**config.mk**
```make
export PLATFORM = sky130hd
export DESIGN_NAME = invc_tail
export DESIGN_NICKNAME = d
export VERILOG_FILES = /design/src/rtl/core/invc_pkg.sv /design/src/rtl/core/invc_tail.sv
export SDC_FILE = /design/constraint.sdc
export NUM_CORES = 1
export LEC_CHECK = 0
export BUFFER_PORTS_ARGS = -buffer_cell sky130_fd_sc_hd__buf_2
export CELL_PAD_IN_SITES_DETAIL_PLACEMENT = 1
export CELL_PAD_IN_SITES_GLOBAL_PLACEMENT = 1
export CORE_AREA = 4 4 83 85
export DETAILED_ROUTE_END_ITERATION = 8
export DIE_AREA = 0 0 87 89
export PLACE_DENSITY = 0.85
export SETUP_SLACK_MARGIN = 0.02
export SLEW_MARGIN = 20
export SYNTH_ARGS = -nofsm -noshare
export SYNTH_HDL_FRONTEND = slang
export SYNTH_SLANG_ARGS = --single-unit
```
**constraint.sdc**
```tcl
create_clock -name clk -period 2.9 [get_ports clk]
set_input_delay 0.29 -clock clk [delete_from_list [all_inputs] [get_ports clk]]
set_output_delay 0.29 -clock clk [all_outputs]
set_load 0.02 [all_outputs]
```
**src/rtl/core/invc_pkg.sv**
```systemverilog
// invc_pkg: shared constants and the beat token type of the inversion counter
// no dependencies

package invc_pkg;

    localparam int MAX_ELEMENTS = 1024;

    localparam int VALUE_W = 32;
    localparam int IDX_W   = $clog2(MAX_ELEMENTS);
    localparam int CNT_W   = $clog2(MAX_ELEMENTS);
    localparam int FILL_W  = $clog2(MAX_ELEMENTS + 1);
    localparam int TOTAL_W = 19;

    localparam logic [FILL_W-1:0]  FILL_FULL = FILL_W'(MAX_ELEMENTS);
    localparam logic [TOTAL_W-1:0] TOTAL_MAX = {TOTAL_W{1'b1}};

    localparam int OUT_DATA_W = ((TOTAL_W + 1 + 7) / 8) * 8;

    // one element travelling down the cell row
    typedef struct packed {
        logic                      vld;
        logic                      last;
        logic                      drop;
        logic [IDX_W-1:0]          idx;
        logic [CNT_W-1:0]          cnt;
        logic signed [VALUE_W-1:0] value;
    } invc_tok_t;

endpackage

```
**src/rtl/core/invc_tail.sv**
```systemverilog
// invc_tail: sums per-element counts, holds the result beat
// depends on invc_pkg

module invc_tail (
    input  logic                            clk,
    input  logic                            rst_n,
    input  logic                            adv,
    input  invc_pkg::invc_tok_t             tok_in,
    output logic                            res_valid,
    output logic [invc_pkg::TOTAL_W-1:0]    res_total,
    output logic                            res_exceeded,
    input  logic                            res_taken
);
    import invc_pkg::*;

    logic [TOTAL_W-1:0] total_reg;
    logic [TOTAL_W-1:0] total_next;
    logic               ovf_reg;
    logic               ovf_next;
    logic               res_valid_reg;
    logic               res_valid_next;
    logic [TOTAL_W-1:0] res_total_reg;
    logic [TOTAL_W-1:0] res_total_next;
    logic               res_exc_reg;
    logic               res_exc_next;
    logic [TOTAL_W:0]   sum;
    logic [TOTAL_W-1:0] sat_sum;

    assign sum     = {1'b0, total_reg} + (TOTAL_W + 1)'(tok_in.cnt);
    assign sat_sum = sum[TOTAL_W] ? TOTAL_MAX : sum[TOTAL_W-1:0];

    always_comb
    begin
        total_next     = total_reg;
        ovf_next       = ovf_reg;
        res_valid_next = res_valid_reg && !res_taken;
        res_total_next = res_total_reg;
        res_exc_next   = res_exc_reg;
        if (adv && tok_in.vld)
        begin
            if (tok_in.last)
            begin
                res_valid_next = 1'b1;
                res_total_next = sat_sum;
                res_exc_next   = ovf_reg || tok_in.drop;
                total_next     = '0;
                ovf_next       = 1'b0;
            end
            else
            begin
                total_next = sat_sum;
                ovf_next   = ovf_reg || tok_in.drop;
            end
        end
    end

    always_ff @(posedge clk or negedge rst_n)
    begin
        if (!rst_n)
        begin
            total_reg     <= '0;
            ovf_reg       <= 1'b0;
            res_valid_reg <= 1'b0;
        end
        else
        begin
            total_reg     <= total_next;
            ovf_reg       <= ovf_next;
            res_valid_reg <= res_valid_next;
        end
    end

    always_ff @(posedge clk)
    begin
        res_total_reg <= res_total_next;
        res_exc_reg   <= res_exc_next;
    end

    assign res_valid    = res_valid_reg;
    assign res_total    = res_total_reg;
    assign res_exceeded = res_exc_reg;

endmodule

```
[After elaboration in Yosys (flattened, before gate mapping)]
Index checks and enable logic that the tools add are counted.
Word-level totals
  register bits after elaboration: 41
  latch bits: 0
  bits in writable memories: 0
  bits in read-only memories: 0
  output and inout bits: 21
  word-level logic and storage cells: 16
  memories: 0
Cells by class
  add/subtract/negate cells: 1
  multipliers: 0
  div/mod/pow operators: 0
  magnitude comparators: 0
  equality and inequality tests: 0
  shift-type cells: 0
  mux-type cells: 5
  bitwise logic cells: 0
  reductions and logical operators: 5
Operators by type and width (count)
  19-bit two-way mux: 2
  19-bit by 10-bit adder with 20-bit output: 1
  1-bit two-way mux: 3
  1-bit logical AND: 2
  2-bit AND reduction: 1
  1-bit logical NOT: 1
  1-bit logical OR: 1

[Logic depth before layout (Yosys ltp)]
Gate-level depths: netlist of the first run.
  depth in word-level cells: 4
  gate-level depth with buffers: 9

[Worst setup path before layout of the first run]
No wires, ideal clock.
  path kind: register to register
  start point: register total_reg[0]
  end point: register res_total_reg[18], in the netlist res_total[18], data pin
  data arrival time: 2109 ps
  required time: 2640 ps
  slack: 530 ps
  stages on the path, launching flop included: 10
  buffers on the path: 0
  path through: dfrtp_1 -> ha_1 -> inv_1 -> fa_1 -> nor2b_1 -> o211a_1 -> o211a_4 -> nor2b_4 -> and3_4 -> mux2_4
Between the ends
  longest elaborated chain between the ends: 2
RTL lines
  start, declared: line invc_tail.sv:16  | logic [TOTAL_W-1:0] total_reg;
  start signal, assigned: line invc_tail.sv:67  | total_reg <= total_next;
  19-bit by 10-bit adder with 20-bit output: line invc_tail.sv:29  | assign sum = {1'b0, total_reg} + (TOTAL_W + 1)'(tok_in.cnt);
  19-bit two-way mux: line invc_tail.sv:30  | assign sat_sum = sum[TOTAL_W] ? TOTAL_MAX : sum[TOTAL_W-1:0];
  named net sat_sum[18]: line invc_tail.sv:27  | logic [TOTAL_W-1:0] sat_sum;
  end signal, assigned: line invc_tail.sv:75  | res_total_reg <= res_total_next;
  end, declared: line invc_tail.sv:22  | logic [TOTAL_W-1:0] res_total_reg;
The timed path passes the listed nets, and every way through them passes these cells.
A chain may end at the register's enable or synchronous reset.

[Worst setup path in the final report of the first run]
Ends and elaborated chain as after synthesis.

==> metrics.txt, run 1 <==
WP data arrival 2710 ps; Clock Skews 7.05 ps; Hold Crit Class in2reg; Util after Layout 0.424; fill cell count 695; CTS tree built; vias in the first global route 1896; initial antenna violation count 0; CTS Buf Count 5; core area between 6000 and 7000 µm²; hold path cells 2; Diodes inserted 0; clk root buf clkbuf_8; Critical Path RT 2950 ps; Synth cell types 51; first-pass GRT wire length around 9400 µm; actual slew at the worst max-slew pin 697 ps; Pins Over Slew Limit 0; Gate Count Post-Synth roughly 210; number of gates resized after CTS 0; max cap viols 0; wire length per cell 16.9 µm; synth top area cells edfxtp_1 (26%), dfrtp_1 (23%), ha_1 (5.5%); largest net degree at the start of global routing 22; pre-CTS WS approximately 230 ps; register area share after synthesis 0.493; clk slew on worst S/H paths 80 ps; Congestion Overflow GR 0; port bufs 37; crit start category flip-flop; Max VDD drop 0.274 mV; period utilisation layout 0.918; Yosys warnings 0; top-area cell type share of the netlist area 0.263; Total GRT Usage 0.155; leak pwr 1.23 nW; Final setup viols 0; endpoint type of the worst setup path flip-flop; hpwl dp 3940 µm; Post-route DRC 0; syn avg cell area 10.7 µm²; First-pass DRT Iterations 4; WS Path Type reg2reg; Worst R2R Path Depth 9; syn_nets 283; most frequent cell after synthesis dfrtp_1; H-Tree Depth 2; total chip power 1.67 mW; synthesized cell area 2280 µm²; Hold Fails Final Rpt 0; DR vias 1803; DRT Wirelength about 5600 µm; RSZ-0062 raised after global routing no; status finished, final reports clean; Setup WS post-layout 237 ps; gpl congestion 0.817; vias per cell 5.46; WHS ~180 ps; clock buffer depth 2; row count 29; clk sinks 41; Detail Route Antenna Nets 0; Synth top cells by count dfrtp_1 (21), edfxtp_1 (20), nand2_1 (19), a21oi_1 (18), o21ai_0 (13); Syn-to-layout area delta 15.2%; Post-synth EDFFs 20; crit path max fanout 7; Pwr per Cell Area 636 nW/µm²; DIE AREA between 7000 and 8000 µm²; share of cells above drive strength 1 0.237; Initial Util 0.368; Synth async-reset ratio 0.512; leading area contributor after synthesis edfxtp_1; Die X 87 µm; IO Count 80; headroom to the max-slew limit 0.533; clk_lat worst skew about 300 ps; top_reg_cell synth dfrtp_1; Setup Fix Bufs, Post-CTS 0; setup TNS 0 ps; Initial DRC Count 103; Vert. Die Dim 89 µm; nets 322; Seq cells post-synth 41; fmax roughly 380 MHz; crit path time final 2660 ps
[cell families after synthesis]
kind of cell / Yosys count / synth area share
compound gates: 76 / 0.232
mux: 3 / 0.0164
simple gates: 61 / 0.143
fa+ha+maj: 11 / 0.0635
xor+xnor: 4 / 0.0153
flops: 41 / 0.493
buf+inv: 17 / 0.0361
[per-stage QoR]
step | cells | cell area (µm²)
after global routing | 330 | 2630
after detailed placement | 321 | 2540
final | 330 | 2630
after floorplan | 213 | 2280
after global placement | 321 | 2540
after CTS | 330 | 2630
[critical path, stage by stage (launching register included)]
cell     delay (ps)
dfrtp_1         360
ha_1            180
inv_1            60
fa_1            370
nor2b_1         230
o211a_1         280
o211a_4         240
nor2b_4         190
and3_4          200
mux2_4          290
[final cells by class]
| cell class | instances | area (µm²) | area share |
|---|---|---|---|
| inverters | 7 | 26.3 | 0.00999 |
| repair buffers | 42 | 225 | 0.0856 |
| flip-flops and latches | 41 | 1130 | 0.428 |
| clock inverters | 1 | 5.00 | 0.00190 |
| well taps | 77 | 96.3 | 0.0366 |
| clock buffers | 7 | 76.3 | 0.0290 |
| multi-input cells | 155 | 1080 | 0.409 |
[layout by cell type (no fill, tap or decap), types with 3 or more instances in the layout]
cell type / count
buf_2: 37
dfrtp_1: 21
edfxtp_1: 20
nand2_1: 19
a21oi_1: 18
o21ai_0: 13
ha_1: 10
nor2_1: 9
a31oi_1: 8
a22o_1: 8
inv_1: 7
a21o_1: 7
and3_1: 5
clkbuf_8: 5
nand3_1: 4
buf_4: 4
nand4_1: 3
and2_1: 3
o21a_1: 3
nor2b_1: 3
xor2_1: 3
nand2b_1: 3
a41o_1: 3
[per-layer routing]
layer  track usage  routed length [µm]  up-vias  share of wire
met5             0                   0        -              0
met4        0.0467                  86        0          0.015
met1         0.205                2570      889           0.46
li1              -                   -      877              -
met3        0.0286                 214        5          0.038
met2         0.261                2700       32           0.48
[where the power goes]
| part | internal [mW] | switching, mW | total (mW) |
|---|---|---|---|
| Clock | 0.169 | 0.192 | 0.361 |
| Sequential | 0.705 | 0.0512 | 0.756 |
| Combinational | 0.227 | 0.330 | 0.557 |
| Total | 1.10 | 0.574 | 1.67 |
[path summary, 6_finish.rpt]
| kind | start | endpoint | slack, ps |
|---|---|---|---|
| min | res_taken | res_valid | 180 |
| min in group asynchronous | rst_n | total_reg[7] | 500 |
| max | total_reg[0] | res_total[18] | 240 |
| max in group asynchronous | rst_n | total_reg[4] | 2030 |
| min reg2reg | total_reg[0] | total_reg[0] | 520 |
| max reg2reg | total_reg[0] | res_total[18] | 240 |
[repair_timing]
item / in CTS / in global routing
hold endpoints to repair: 21 / 0
hold buffers: 1 / 0
setup endpoints to repair: 0 / 0
Power figures use the tool's default switching activity.
==> run 2: changes to the inputs <==
RECOVER_POWER = 25   (was unset)
SLEW_MARGIN = unset   (was 20)
TNS_END_PERCENT = 20   (was unset)
==> metrics.txt, run 2 (synthesized netlist as in run 1, its figures left out) <==
status finished, final reports clean; Detail Route Antenna Nets 0; crit path time final 2660 ps; WHS ~180 ps; Initial Util 0.368; nets 322; most frequent cells in the layout buf_2 (36), dfrtp_1 (21), edfxtp_1 (20); DIE AREA slightly below 8000 µm²; clk root buf clkbuf_8; period utilisation layout 0.919; crit path max fanout 7; crit start category flip-flop; Hold Crit Class in2reg; Die X between 80 and 90 µm; row count 29; clk slew on worst S/H paths 80 ps; final instance area about 2600 µm²; clk_lat worst skew 300 ps; CTS tree built; Vert. Die Dim 89 µm; Diodes inserted 0; Total GRT Usage 0.155; DRT Wirelength 5570 µm; core area 6200 µm²; footprint of the multi-input gates 1080 µm²; slowest CP cell fa_1; Pwr per Cell Area roughly 640 nW/µm²; clk sinks 41; Pins Over Slew Limit 0; H-Tree Depth 2; critical path's largest stage delay 370 ps; DR vias about 1800; fmax 375 MHz; clock buffer depth 2; share of cells above drive strength 1 0.225; endpoint type of the worst setup path flip-flop; actual slew at the worst max-slew pin 1300 ps; IO Count 80; WS Path Type reg2reg; number of gates resized after CTS 0; total chip power 1.67 mW; setup TNS 0 ps; vias in the first global route 1896; Critical Path RT 2950 ps; vias per cell 5.50; Post-route DRC 0; Congestion Overflow GR 0; Cell Chain, Critical Path ha_1 > inv_1 > fa_1 > nor2b_1 > o211a_1 > o211a_4 > nor2b_4 > and3_4 > mux2_4; largest net degree at the start of global routing 22; Placed Area roughly 2500 µm²; max cap viols 0; Max VDD drop 0.273 mV; Hold Fails Final Rpt 0; headroom to the max-slew limit 0.135; RSZ-0062 raised after global routing no; gpl congestion 0.817; First-pass DRT Iterations 4; Util after Layout 0.423; Initial DRC Count 118; first-pass GRT wire length 9390 µm; Final setup viols 0; commonest non-fill, non-tap cell in the layout buf_2; fill cell count 696; Clock Skews 6.75 ps; initial antenna violation count 0; WP data arrival 2710 ps; wire length per cell 16.9 µm; Syn-to-layout area delta 14.8%; hpwl dp 3940 µm; port bufs 37; register area 1130 µm²; leak pwr 1.22 nW; CTS Buf Count 5
run 2: worst paths after layout:
check	slack [ps]	start	end	depth (start not counted)
max in group asynchronous	1330	rst_n	total_reg[4]	2
max	240	total_reg[0]	res_total[18]	9
min	180	res_taken	res_valid	2
min in group asynchronous	800	rst_n	total_reg[6]	2
max reg2reg	240	total_reg[0]	res_total[18]	9
min reg2reg	520	total_reg[0]	total_reg[0]	1
run 2: layout make-up:
type / instances / share of cell area
clock inverter: 1 / 0.00191
tap: 77 / 0.0367
sequential: 41 / 0.429
inverter: 7 / 0.0100
timing repair buffer: 42 / 0.0825
multi-input combinational: 155 / 0.410
clock buffer: 7 / 0.0291
run 2: stage by stage:
step	instances	worst slack [ps]
after floorplan	213	530
after global placement	321	272
after detailed placement	321	226
after CTS	330	239
after global routing	330	35.6
final	330	236
run 2: critical path: cells and delay by family, from the launching register on:
kind / cells / cell delay [ps]
multiplexers: 1 / 290
buffers and inverters: 1 / 60
AND/OR/NAND/NOR: 3 / 620
flip-flops: 1 / 360
AO/OA/AOI/OAI: 2 / 520
adder cells (fa/ha/maj): 2 / 550
run 2: repair_timing:
| action | in CTS | in global routing |
|---|---|---|
| hold buffers | 1 | 0 |
| endpoints found under the setup margin | 0 | 0 |
| hold endpoints to repair | 21 | 0 |
| setup buffers | 0 | 0 |
run 2: per-layer routing:
layer,part of all wire,track usage,routed length [µm]
met1,0.46,0.205,2540
met2,0.49,0.261,2720
met3,0.039,0.0286,217
met4,0.015,0.0467,86
met5,0,0,0
run 2: power breakdown:
group	leakage, nW	switching, mW	internal, mW
Clock	0.0422	0.193	0.169
Sequential	0.459	0.0513	0.705
Combinational	0.715	0.330	0.225
Total	1.22	0.575	1.10
